`config.mk`:
```
export PLATFORM = sky130hd
export DESIGN_NAME = dtds_slot_unit
export DESIGN_NICKNAME = d
export VERILOG_FILES = /design/src/rtl/core/dtds_pkg.sv /design/src/rtl/core/dtds_slot_unit.sv
export SDC_FILE = /design/constraint.sdc
export NUM_CORES = 1
export LEC_CHECK = 0
export ABC_AREA = 1
export BUFFER_PORTS_ARGS = -buffer_cell sky130_fd_sc_hd__buf_4
export CAP_MARGIN = 30
export CORE_MARGIN = 10
export CORE_UTILIZATION = 45
export DETAILED_ROUTE_END_ITERATION = 6
export PLACE_DENSITY = 0.71
export SLEW_MARGIN = 20
export SYNTH_ARGS = -nofsm -noshare
export SYNTH_HDL_FRONTEND = slang
export SYNTH_SLANG_ARGS = --single-unit
```
`constraint.sdc`:
```
create_clock -name clk -period 2.2 [get_ports clk]
set_input_delay 0.44 -clock clk [delete_from_list [all_inputs] [get_ports clk]]
set_output_delay 0.44 -clock clk [all_outputs]
set_load 0.01 [all_outputs]
```
`src/rtl/core/dtds_pkg.sv`:
```
// ----------------------------------------------------------------------------
// Dataflow task scheduler package
// Command codes, field widths and storage entry formats shared by the core.
// ----------------------------------------------------------------------------
`default_nettype none

package dtds_pkg;

  localparam int ID_W     = 24;
  localparam int FANIN_W  = 16;
  localparam int LINK_W   = 13;
  localparam int CFGIDX_W = 2;
  localparam int CFG_W    = 24;
  localparam int CNTOUT_W = 13;

  // Largest slot width that the window mask honors.
  localparam logic [3:0] MAX_SLOT_BITS = 4'd14;
  // Masked ids stay below this bound before they are folded into the window.
  localparam int MASKED_SPAN = 16384;
  localparam int MASKED_W    = 14;

  localparam logic [2:0] CMD_LOAD_TASK = 3'd0;
  localparam logic [2:0] CMD_LOAD_DEP  = 3'd1;
  localparam logic [2:0] CMD_START     = 3'd2;
  localparam logic [2:0] CMD_COMPLETE  = 3'd3;
  localparam logic [2:0] CMD_DISPATCH  = 3'd4;

  localparam logic [CFGIDX_W-1:0] REG_TASK_TOTAL  = 2'd0;
  localparam logic [CFGIDX_W-1:0] REG_SLOT_BITS   = 2'd1;
  localparam logic [CFGIDX_W-1:0] REG_GRAPH_BUILT = 2'd2;

  localparam logic KIND_CUBE   = 1'b0;
  localparam logic KIND_VECTOR = 1'b1;

  typedef struct packed {
    logic [FANIN_W-1:0] fanin;
    logic               kind;
    logic [LINK_W-1:0]  head;
  } task_desc_t;

  typedef struct packed {
    logic [ID_W-1:0]   consumer;
    logic [LINK_W-1:0] next;
  } dep_entry_t;

endpackage

`default_nettype wire

```
`src/rtl/core/dtds_slot_unit.sv`:
```
// ----------------------------------------------------------------------------
// Slot reduction unit
// Masks a task id to the configured slot width and folds it into the window
// by restoring subtraction, one compare and subtract per cycle.
// ----------------------------------------------------------------------------
`default_nettype none

module dtds_slot_unit #(
  parameter int WINDOW_SLOTS = 4096
) (
  input  wire logic                            clk,
  input  wire logic                            rst,
  input  wire logic                            go,
  input  wire logic [dtds_pkg::ID_W-1:0]       id,
  input  wire logic [3:0]                      slot_bits,
  output logic                                 done,
  output logic [$clog2(WINDOW_SLOTS)-1:0]      slot
);
  import dtds_pkg::*;

  localparam int SLOT_W = $clog2(WINDOW_SLOTS);
  localparam int RED_K  = $clog2(MASKED_SPAN / WINDOW_SLOTS);
  localparam int K_W    = $clog2(RED_K + 2);

  logic [3:0]          eff_bits;
  logic [MASKED_W-1:0] mask_v;
  logic [MASKED_W-1:0] masked;
  logic [15:0]         rem;
  logic [15:0]         divisor;
  logic [K_W-1:0]      k;
  logic                running;

  always_comb begin
    if (slot_bits == 4'd0) begin
      eff_bits = 4'd1;
    end else if (slot_bits > MAX_SLOT_BITS) begin
      eff_bits = MAX_SLOT_BITS;
    end else begin
      eff_bits = slot_bits;
    end
    mask_v  = MASKED_W'((15'd1 << eff_bits) - 15'd1);
    masked  = id[MASKED_W-1:0] & mask_v;
    divisor = 16'(WINDOW_SLOTS) << k;
  end

  always_ff @(posedge clk) begin
    if (rst) begin
      running <= 1'b0;
      done    <= 1'b0;
    end else begin
      done <= 1'b0;
      if (go) begin
        rem     <= 16'(masked);
        k       <= K_W'(RED_K);
        running <= 1'b1;
      end else if (running) begin
        if (rem >= divisor) begin
          rem <= rem - divisor;
        end
        if (k == '0) begin
          running <= 1'b0;
          done    <= 1'b1;
        end else begin
          k <= k - 1'b1;
        end
      end
    end
  end

  assign slot = rem[SLOT_W-1:0];

endmodule

`default_nettype wire

```
Yosys cells after proc, flatten, opt, wreduce, memory -nomap -nowiden
Index checks and enable logic that the tools add are counted.
Word-level totals
  output and inout port bits: 13
  register bits after elaboration: 20
  word-level logic and storage cells: 34
  input port bits: 31
Operators by class
  reduce and logical (&&, ||, !) cells: 7
  muxes and demuxes: 11
  shift operators: 2
  equality and inequality tests: 1
  order comparisons: 2
  add/subtract/negate cells: 3
  bitwise operators: 3
Operator list (number)
  $mux 16: 2
  $ge 16x16->1: 1
  $shl 13x2->16 const A: 1
  $sub 16x16->16: 1
  $and 14x14->14: 1
  $mux 14: 1
  $shl 1x4->14 const A: 1
  $sub 14x1->14 const B: 1
  $mux 4: 2
  $reduce_and 3->1: 2
  $gt 4x4->1 const B: 1
  $logic_not 4->1: 1
  $mux 1: 4
  $mux 2: 2
  $reduce_bool 2->1: 2
  $reduce_or 3->1: 1
  $logic_not 2->1: 1
  $ne 2x2->1 const B: 1
  $not 1->1: 2
  $sub 2x1->2 const B: 1

Logic depth before layout (Yosys ltp)
Gate-level depths: netlist (run 1).
  depth after elaboration: 7
  mapped depth: 10
  mapped depth without buffers: 10

Worst setup path after synthesis (run 1)
OpenSTA, ideal clock, no wires.
  path type: reg-to-reg
  from: reg k[0]
  to: reg rem[10], enable pin
  path buffers: 0
  library setup time: 356 ps
  arrival: 1674 ps
  required time: 1844 ps
  setup slack: 171 ps
  cell stages (with the launch flop): 11
  clock period less this slack: 2029 ps
  cells stage by stage: edfxtp_1 -> inv_1 -> ha_1 -> inv_1 -> ha_1 -> nand2_1 -> nor2_1 -> nand3_1 -> nand4_1 -> nand2_1 -> nand2_1
Between the ends
  cells in the longest elaborated chain, start to end: 4
RTL lines
  from (decl): line dtds_slot_unit.sv:30  | logic [K_W-1:0] k;
  from (signal assigned): line dtds_slot_unit.sv:54  | k <= K_W'(RED_K);
  from (signal assigned): line dtds_slot_unit.sv:64  | k <= k - 1'b1;
  $shl 13x2->16: line dtds_slot_unit.sv:43  | divisor = 16'(WINDOW_SLOTS) << k;
  $ge 16x16->1: line dtds_slot_unit.sv:57  | if (rem >= divisor) begin
  $reduce_bool 2->1 (no source line)
  $reduce_and 3->1 (no source line)
  to (signal assigned): line dtds_slot_unit.sv:53  | rem <= 16'(masked);
  to (signal assigned): line dtds_slot_unit.sv:58  | rem <= rem - divisor;
  to (decl): line dtds_slot_unit.sv:28  | logic [15:0] rem;
No other way between the ends.
A chain may end at the register's enable or synchronous reset.

Worst setup path after layout (run 1)
  from: reg k[1]
  to: reg rem[3], enable pin
Same word-level chain as after synthesis.

==> impl_metrics.csv, run 1 <==
group,metric,value,unit
layout,final_common_cell,"nand2_1",
worst_hold_path,min_from,"id[0]",
clocking,root_buffer,"clkbuf_4",
power,leakage,0.780,nW
global_routing,grt_pass1_wl,5130,µm
drt,drt-pass1-iter-count,4,
global_routing,grt_antenna_before_repair,0,
yosys,async_flop_share,0,%
place,portBuffers,33,
drt,wl_per_cell,13.5,µm
worst_setup_path,crit_chain,"inv_1 > ha_2 > inv_1 > ha_4 > nand2_1 > nor2_1 > nand3_1 > nand4_1 > nand2_1 > nand2_1 > buf_12",
clocking,htree_levels,1,
place,pre_cts_ws,154,ps
sta,hold_violations,0,
power,power,0.967,mW
yosys,ys_top_cells_by_area,"edfxtp_1, nand2_1, ha_1, buf_4, inv_1",
sta,max_freq,0.500,GHz
worst_hold_path,hold_end,"rem[0]$_DFFE_PP_",
clocking,cts_max_path_buffers,2,
place,place.gp.congestion,0.924,
sta,final_max_slew_viol_count,0,
worst_setup_path,crit_required,2230,ps
sta,finalSetupViolations,0,
worst_hold_path,hold_depth,3,
run,drv_cap,0,
worst_setup_path,reg2reg_to,"rem[3]$_DFFE_PP_",
power,clkPwrFrac,23.0,%
yosys,synth_top_cell_area_share,39.1,%
layout,areaGrowthSynthToFinish,19.0,%
yosys,synthesis.area,0.00138,mm²
worst_setup_path,crit_fanout,13,
worst_hold_path,min_path_type,"in -> reg",
worst_setup_path,cpMostUsedCell,"nand2_1",
worst_setup_path,arrival,2030,ps
global_routing,grt_use_total,11.6,%
sta,min_period,2000,ps
sta,fin_crit_sh,91.0,%
worst_setup_path,rrSetupSlack,200,ps
yosys,synth_area_leader_cell,"edfxtp_1",
floorplan,fp.dieH,75.4,µm
clocking,hold_buffers,0,
floorplan,start_util,46.0,%
yosys,syn-num-nets,209,
yosys,synth-seq-cells,20,
sta,rsz0062_at_grt,"no",
global_routing,grt_pass1_vias,1183,
status,status,"finished clean",
layout,finalNonFillerCells,228,
yosys,seq_area_frac_synth,42.0,%
power,power_frac_comb,27.5,%
clocking,clkLatencyLatePin,310,ps
power,ir_drop,0.278,mV
drt,antenna_left,0,
drt,drc,0,
worst_setup_path,cp_slowest_cell,"edfxtp_1",
yosys,synthFlopType,"edfxtp_1",
layout,final_nets,236,
power,internal_power,0.684,mW
sta,fin_tns_setup,0,ps
clocking,path_clk_slew,120,ps
place,dp_hpwl,2390,µm
yosys,synthDistinctLibCells,28,
floorplan,ios,44,
yosys,syn_avg_cell_area,8.18,µm²
layout,utilization,54.8,%
place,place_inst,223,
power,seqPwrFrac,49.4,%
worst_setup_path,cp_top_family,"simple AND/OR/NAND/NOR gates",
clocking,clock-sinks,20,
layout,drive_gt1_share,26.7,%
drt,via_per_inst,5.13,
yosys,synth_cells,169,
global_routing,grt_max_degree,17,
sta,clock_skew,6.82,ps
clocking,numCtsBuffers,3,
worst_setup_path,worst-path-buf-inv,3,
power,p_switching,0.283,mW
layout,layout_common_cells,"nand2_1, buf_4, edfxtp_1",
layout,diodes,0,
drt,drt_wl_total,3070,µm
yosys,synth-edff-count,18,
clocking,cts_tree,"done",
worst_setup_path,slowest_delay,440,ps
power,p_sw_share,29.3,%
floorplan,dieArea,0.00569,mm²
floorplan,dieWidth,75.4,µm
drt,drt_iter0_markers,42,
worst_setup_path,r2r_start,"k[1]$_SDFFCE_PP1P_",
layout,fillers,267,
worst_setup_path,crit_type,"reg -> reg",
yosys,yosysWarnings,0,
worst_setup_path,critPathLaunchType,"flop",
worst_setup_path,r2r_cells,11,
drt,vias,1169,
global_routing,grt-ovfl-total,0,
floorplan,rows,20,
floorplan,core_area,0.00300,mm²
sta,fin_ws,198,ps
worst_setup_path,end_kind,"flop",
power,p_per_area,588,mW/mm²
-- Yosys cell counts, types with 2 or more instances --
master,instances
nand3_1,9
inv_1,17
o21ai_1,2
nor2_1,16
o21ai_0,8
nor3_1,2
nand4_1,4
ha_1,9
dfxtp_1,2
buf_4,13
a21oi_1,4
edfxtp_1,18
inv_2,3
nand2_1,48
-- cell families after synthesis --
family / after synthesis / synth area share (%)
compound gates: 20 / 8.87
flops: 20 / 42.0
fa+ha+maj: 9 / 8.14
other cells: 1 / 0.271
simple gates: 83 / 26.1
buf+inv: 36 / 14.7
-- worst register-to-register path, stage by stage, from the launching register on --
cell      delay [ps]
edfxtp_1         440
inv_1            100
ha_2             190
inv_1             70
ha_4             280
nand2_1           50
nor2_1           130
nand3_1           90
nand4_1           80
nand2_1           50
nand2_1          100
buf_12           150
-- power by group through the flow --
stage | combinational, mW | clock [mW] | sequential (mW)
2_1_floorplan | 0.183 | 0 | 0.482
3_3_place_gp | 0.253 | 0 | 0.484
3_5_place_dp | 0.261 | 0 | 0.486
4_1_cts | 0.263 | 0.227 | 0.478
5_1_grt | 0.306 | 0.244 | 0.482
6_report | 0.266 | 0.223 | 0.478
-- registers in the layout, indices dropped and copies added (netlist names) --
signal and count:
rem 16, k 2, done 1, running 1
-- per-stage QoR --
stage	area (µm²)	hold slack (ps)
floorplan	1380	500
global placement	1590	520
detailed placement	1590	539
CTS	1620	386
global route	1650	395
finish	1650	393
-- layer usage --
layer / GRT usage [%] / part of all wire (%) / vias to the layer above / wire length (µm)
li1: - / - / 595 / -
met1: 13.0 / 42 / 537 / 1300
met2: 20.6 / 52 / 31 / 1580
met3: 2.60 / 4.4 / 6 / 136
met4: 4.95 / 1.8 / 0 / 54
met5: 0 / 0 / - / 0
-- worst max-delay path by stage --
stage | start | slack (ps) | cells past startpoint | to
after floorplan | k[0]$_SDFFCE_PP0P_ | 170 | 10 | rem[10]$_DFFE_PP_
after global placement | k[1]$_SDFFCE_PP1P_ | 170 | 11 | rem[10]$_DFFE_PP_
after detailed placement | k[1]$_SDFFCE_PP1P_ | 150 | 11 | rem[4]$_DFFE_PP_
after CTS | k[1]$_SDFFCE_PP1P_ | 130 | 11 | rem[12]$_DFFE_PP_
after global routing | k[1]$_SDFFCE_PP1P_ | 50 | 11 | rem[15]$_SDFFCE_PP0P_
final | k[1]$_SDFFCE_PP1P_ | 200 | 11 | rem[3]$_DFFE_PP_
-- cell type report --
class                      instances  area, µm²  area share [%]
clock buffer                       4       36.3            2.21
inverter                          20       75.1            4.56
multi-input combinational        113        614            37.3
sequential                        20        581            35.3
tap                               33       41.3            2.51
timing repair buffer              38        298            18.1
-- timing repair --
item | in CTS | in global routing
endpoints found under the hold margin | 0 | 0
gates resized for setup | 0 | 2
setup endpoints to repair | 0 | 15
buffers inserted | 0 | 1
Note: power is estimated with default switching activity, not from simulation.
==> inputs of run 2 (changes only) <==
--- a/config.mk
+++ b/config.mk
@@ -11,7 +11,8 @@
 export CORE_MARGIN = 10
 export CORE_UTILIZATION = 45
 export DETAILED_ROUTE_END_ITERATION = 6
-export PLACE_DENSITY = 0.71
+export GPL_TIMING_DRIVEN = 1
+export PLACE_DENSITY = 0.72
 export SLEW_MARGIN = 20
 export SYNTH_ARGS = -nofsm -noshare
 export SYNTH_HDL_FRONTEND = slang
==> constraint.sdc (replaced) <==
create_clock -name clk -period 2.6 [get_ports clk]
set_input_delay 0.52 -clock clk [delete_from_list [all_inputs] [get_ports clk]]
set_output_delay 0.52 -clock clk [all_outputs]
set_load 0.01 [all_outputs]
==> run 2 against run 1 <==
  * First-iteration DRC count grew 60%
  * Critical path depth did not move
  * Utilization down 2.2 points
  * Sequential cell count is the same
  * Global-route usage decreased by 0.99 points
  * Die area is the same
==> impl_metrics.csv, run 2 (synthesis gave the netlist of run 1 again) <==
group,metric,value,unit
floorplan,dieWidth,75.4,µm
global_routing,grt-ovfl-total,0,
drt,drt-pass1-iter-count,4,
clocking,root_buffer,"clkbuf_4",
power,p_per_area,491,mW/mm²
worst_setup_path,cp_slowest_cell,"edfxtp_1",
worst_setup_path,crit_type,"reg -> reg",
worst_setup_path,cp-endpoint,"rem[14]$_SDFFCE_PP0P_",
global_routing,grt_pass1_wl,4750,µm
drt,vias,1132,
sta,rsz0062_at_grt,"no",
worst_setup_path,crit_cells,11,
layout,top_register,"rem",
global_routing,grt_max_degree,17,
sta,fin_tns_setup,0,ps
worst_setup_path,crit_chain,"inv_1 > ha_1 > inv_1 > ha_1 > nand2_1 > nor2_1 > nand3_1 > nand4_1 > nand2_1 > nand2_1 > buf_4",
layout,layout_common_cells,"nand2_1, buf_4, edfxtp_1",
run,drv_cap,0,
place,place_inst,220,
worst_setup_path,crit_required,2600,ps
place,dp_hpwl,2280,µm
sta,fin_ws,467,ps
global_routing,grt_use_total,10.6,%
layout,finalNonFillerCells,224,
drt,antenna_left,0,
layout,design_area,0.00158,mm²
drt,wl_per_cell,13.0,µm
layout,diodes,0,
power,ir_drop,0.218,mV
floorplan,ios,44,
clocking,numCtsBuffers,3,
worst_setup_path,rrSetupSlack,470,ps
worst_setup_path,cp_top_family,"adder cells",
worst_setup_path,worst-path-buf-inv,3,
layout,fillers,285,
power,leakage,0.752,nW
clocking,clock-sinks,20,
worst_setup_path,arrival,2140,ps
place,pre_cts_ws,457,ps
clocking,cts_max_path_buffers,2,
floorplan,dieArea,0.00569,mm²
worst_setup_path,crit_path_start,"k[0]$_SDFFCE_PP0P_",
clocking,path_clk_slew,110,ps
layout,final_nets,232,
drt,drc,0,
sta,max_freq,0.469,GHz
clocking,cts_resized,0,
layout,utilization,52.5,%
floorplan,start_util,46.0,%
place,portBuffers,33,
worst_setup_path,critPathLaunchType,"flop",
sta,final_max_slew_viol_count,0,
layout,regArea,581,µm²
worst_setup_path,cpMostUsedCell,"nand2_1",
worst_setup_path,end_kind,"flop",
status,status,"finished clean",
clocking,cts_tree,"done",
layout,reg_top3,"rem (16), k (2)",
sta,clock_skew,11.0,ps
sta,min_period,2130,ps
global_routing,grt_pass1_vias,1123,
drt,via_per_inst,5.05,
layout,drive_gt1_share,23.6,%
layout,areaGrowthSynthToFinish,14.1,%
layout,largest_reg_flops,16,
floorplan,core_area,0.00300,mm²
place,postPlaceCellArea,0.00155,mm²
sta,holdWs,474,ps
power,power,0.775,mW
worst_setup_path,crit_fanout,13,
sta,finalSetupViolations,0,
clocking,htree_levels,1,
worst_setup_path,slowest_delay,460,ps
floorplan,fp.dieH,75.4,µm
worst_setup_path,reg2reg_to,"rem[14]$_SDFFCE_PP0P_",
sta,hold_violations,0,
place,place.gp.congestion,0.929,
clocking,cts_setup_buffers,0,
clocking,hold_buffers,0,
floorplan,rows,20,
sta,fin_crit_sh,82.0,%
layout,final_common_cell,"nand2_1",
clocking,clkLatencyLatePin,300,ps
drt,drt_wl_total,2910,µm
worst_hold_path,min_path_type,"in -> reg",
worst_setup_path,r2r_start,"k[0]$_SDFFCE_PP0P_",
global_routing,grt_antenna_before_repair,0,
worst_setup_path,r2r_cells,11,
drt,drt_iter0_markers,67,
worst_hold_path,hold_depth,3,
layout,multi_input_area,599,µm²
## run 2: where the power goes
| group | switching [mW] | internal (mW) |
|---|---|---|
| Sequential | 0.0148 | 0.390 |
| Clock | 0.0993 | 0.0597 |
| Combinational | 0.120 | 0.0914 |
| Total | 0.234 | 0.541 |
## run 2: area by class of cell
| cell class | instances | area share, % |
|---|---|---|
| multi-input cells | 113 | 38.0 |
| flip-flops and latches | 20 | 36.8 |
| well taps | 33 | 2.62 |
| inverters | 20 | 4.76 |
| repair buffers | 34 | 16.2 |
| clock buffers | 4 | 1.67 |
## run 2: worst min-delay path by stage
stage | end | slack, ps | startpoint
detailed placement | done$_SDFF_PP0_ | 540 | running$_SDFF_PP0_
floorplan | done$_SDFF_PP0_ | 500 | running$_SDFF_PP0_
global route | rem[0]$_DFFE_PP_ | 470 | id[0]
global placement | done$_SDFF_PP0_ | 520 | running$_SDFF_PP0_
finish | rem[0]$_DFFE_PP_ | 470 | id[0]
CTS | rem[0]$_DFFE_PP_ | 470 | id[0]
## run 2: worst register-to-register path: cells and delay by family, from the launching register on
kind / cells / cell delay (ps)
adder cells (fa/ha/maj): 2 / 520
flip-flops: 1 / 460
AND/OR/NAND/NOR: 6 / 460
buffers and inverters: 3 / 410
## run 2: routing by layer
metal | global-route usage (%) | share of wire [%] | up-vias
li1 | - | - | 588
met1 | 11.8 | 44 | 513
met4 | 3.71 | 1.2 | 0
met2 | 19.3 | 51 | 27
met5 | 0 | 0 | -
met3 | 2.47 | 3.6 | 4
==> inputs of run 3 (changes only) <==
==> constraint.sdc (replaced) <==
create_clock -name clk -period 2.05 [get_ports clk]
set_input_delay 0.41 -clock clk [delete_from_list [all_inputs] [get_ports clk]]
set_output_delay 0.41 -clock clk [all_outputs]
set_load 0.01 [all_outputs]
==> run 3 against run 2 <==
  * Register-to-register slack lost 420 ps
  * Routed wire length up 8.2%
  * Utilization rose by 6.0 points
  * Total power is 37% higher
  * Final area is 11% higher
  * Sequential cell count did not move
  * Combinational power is 62% higher
  * Non-clock buffer count rose by 8
  * First-iteration DRC count rose by 21%
==> impl_metrics.csv, run 3 (synthesis gave the netlist of run 1 again) <==
group,metric,value,unit
sta,finalSetupViolations,0,
sta,rsz0062_at_grt,"yes",
clocking,cts_max_path_buffers,2,
worst_setup_path,crit_required,2090,ps
drt,drt-pass1-iter-count,4,
global_routing,grt_use_total,11.0,%
worst_setup_path,r2r_start,"k[0]$_SDFFCE_PP0P_",
worst_setup_path,cp_slowest_cell,"edfxtp_1",
floorplan,dieArea,0.00569,mm²
global_routing,grt-ovfl-total,0,
worst_setup_path,end_kind,"flop",
worst_setup_path,arrival,2040,ps
worst_hold_path,min_from,"id[0]",
layout,drive_gt1_share,33.7,%
global_routing,met3_usage,2.08,%
layout,final_nets,240,
worst_setup_path,critPathLaunchType,"flop",
drt,via_per_inst,5.06,
status,status,"finished clean",
drt,wl_per_cell,13.6,µm
layout,diodes,0,
run,drv_cap,0,
global_routing,grt_pass1_vias,1123,
floorplan,ios,44,
sta,fin_tns_setup,0,ps
power,ir_drop,0.325,mV
clocking,clkLatencyLatePin,300,ps
global_routing,grt_max_degree,17,
worst_setup_path,crit_type,"reg -> reg",
sta,fin_crit_sh,97.5,%
drt,drc,0,
global_routing,top_usage_layer,"met2",
worst_setup_path,crit_path_start,"k[0]$_SDFFCE_PP0P_",
global_routing,use_met1,12.8,%
floorplan,dieWidth,75.4,µm
worst_setup_path,worst-path-buf-inv,3,
drt,vias,1173,
layout,utilization,58.5,%
place,dp_hpwl,2350,µm
place,portBuffers,33,
layout,areaGrowthSynthToFinish,27.1,%
clocking,htree_levels,1,
drt,antenna_left,0,
clocking,path_clk_slew,120,ps
layout,reg_top3,"rem (16), k (2)",
worst_setup_path,slowest_delay,390,ps
power,power,1.06,mW
place,place.gp.congestion,0.926,
global_routing,grt_antenna_before_repair,0,
floorplan,start_util,46.0,%
global_routing,grt_pass1_wl,4870,µm
worst_setup_path,cpMostUsedCell,"nand2_1",
clocking,hold_buffers,0,
floorplan,core_area,0.00300,mm²
place,pre_cts_ws,26.0,ps
layout,layout_common_cells,"nand2_1, buf_4, edfxtp_1",
worst_setup_path,crit_fanout,6,
drt,drt_iter0_markers,81,
clocking,root_buffer,"clkbuf_4",
worst_setup_path,cp_top_family,"simple AND/OR/NAND/NOR gates",
drt,drt_wl_total,3150,µm
clocking,numCtsBuffers,3,
floorplan,fp.dieH,75.4,µm
sta,final_max_slew_viol_count,0,
layout,finalNonFillerCells,232,
layout,top_register,"rem",
clocking,cts_tree,"done",
floorplan,rows,20,
power,p_per_area,602,mW/mm²
sta,max_freq,0.500,GHz
worst_setup_path,crit_chain,"buf_6 > ha_1 > inv_2 > ha_4 > nand2_1 > nor2_2 > nand3_1 > nand4_1 > nand2_1 > nand2_2 > clkbuf_16",
worst_hold_path,min_path_type,"in -> reg",
clocking,clock-sinks,20,
sta,fin_ws,50.4,ps
sta,min_period,2000,ps
sta,clock_skew,8.40,ps
sta,hold_violations,0,
global_routing,use_met2,19.5,%
layout,final_common_cell,"nand2_1",
place,place_inst,224,
power,leakage,0.801,nW
layout,largest_reg_flops,16,
## run 3: changes by cell type in the layout (fill, tap and decap cells not counted), moves of 2 or more
cell	delta
inv_1	-5
ha_4	+6
nand2_1	-2
buf_4	+5
inv_2	+4
nand2_2	+2
ha_1	-6
## run 3: routing by layer
layer / up-vias / wire length, µm
met3: 4 / 100
met2: 31 / 1650
met4: 0 / 46
met1: 532 / 1360
li1: 606 / -
met5: - / 0
## run 3: repair_timing
action / in CTS / in global routing
buffers inserted: 0 / 3
endpoints found under the setup margin: 0 / 15
hold endpoints to repair: 0 / 0
gates resized for setup: 0 / 19
## run 3: metrics by stage
| stage | hold WS, ps | area [µm²] |
|---|---|---|
| after global placement | 520 | 1590 |
| final | 362 | 1760 |
| after detailed placement | 532 | 1590 |
| after CTS | 360 | 1620 |
| after global routing | 369 | 1760 |
| after floorplan | 500 | 1380 |
## run 3: final timing paths
kind,to,slack (ps),cells after the start
setup / recovery,rem[8]$_DFFE_PP_,50,11
setup reg to reg,rem[8]$_DFFE_PP_,50,11
hold / removal,rem[0]$_DFFE_PP_,360,3
hold reg to reg,done$_SDFF_PP0_,550,4
## run 3: worst register-to-register path: cells and delay by family, from the launching register on
family | cells | cell delay [ps]
buf+inv | 3 | 350
flops | 1 | 390
simple gates | 6 | 580
fa+ha+maj | 2 | 420
## run 3: power by group
group,internal (mW),switching (mW),leakage (nW),total (mW)
Sequential,0.495,0.0221,0.187,0.517
Combinational,0.169,0.173,0.599,0.342
Clock,0.0758,0.124,0.0150,0.199
## run 3: area by class of cell
class                      count  area [µm²]
sequential                    20         581
clock buffer                   4        26.3
inverter                      20        77.6
multi-input combinational    113         682
timing repair buffer          42         349
fill                         269        1250
tap                           33        41.3
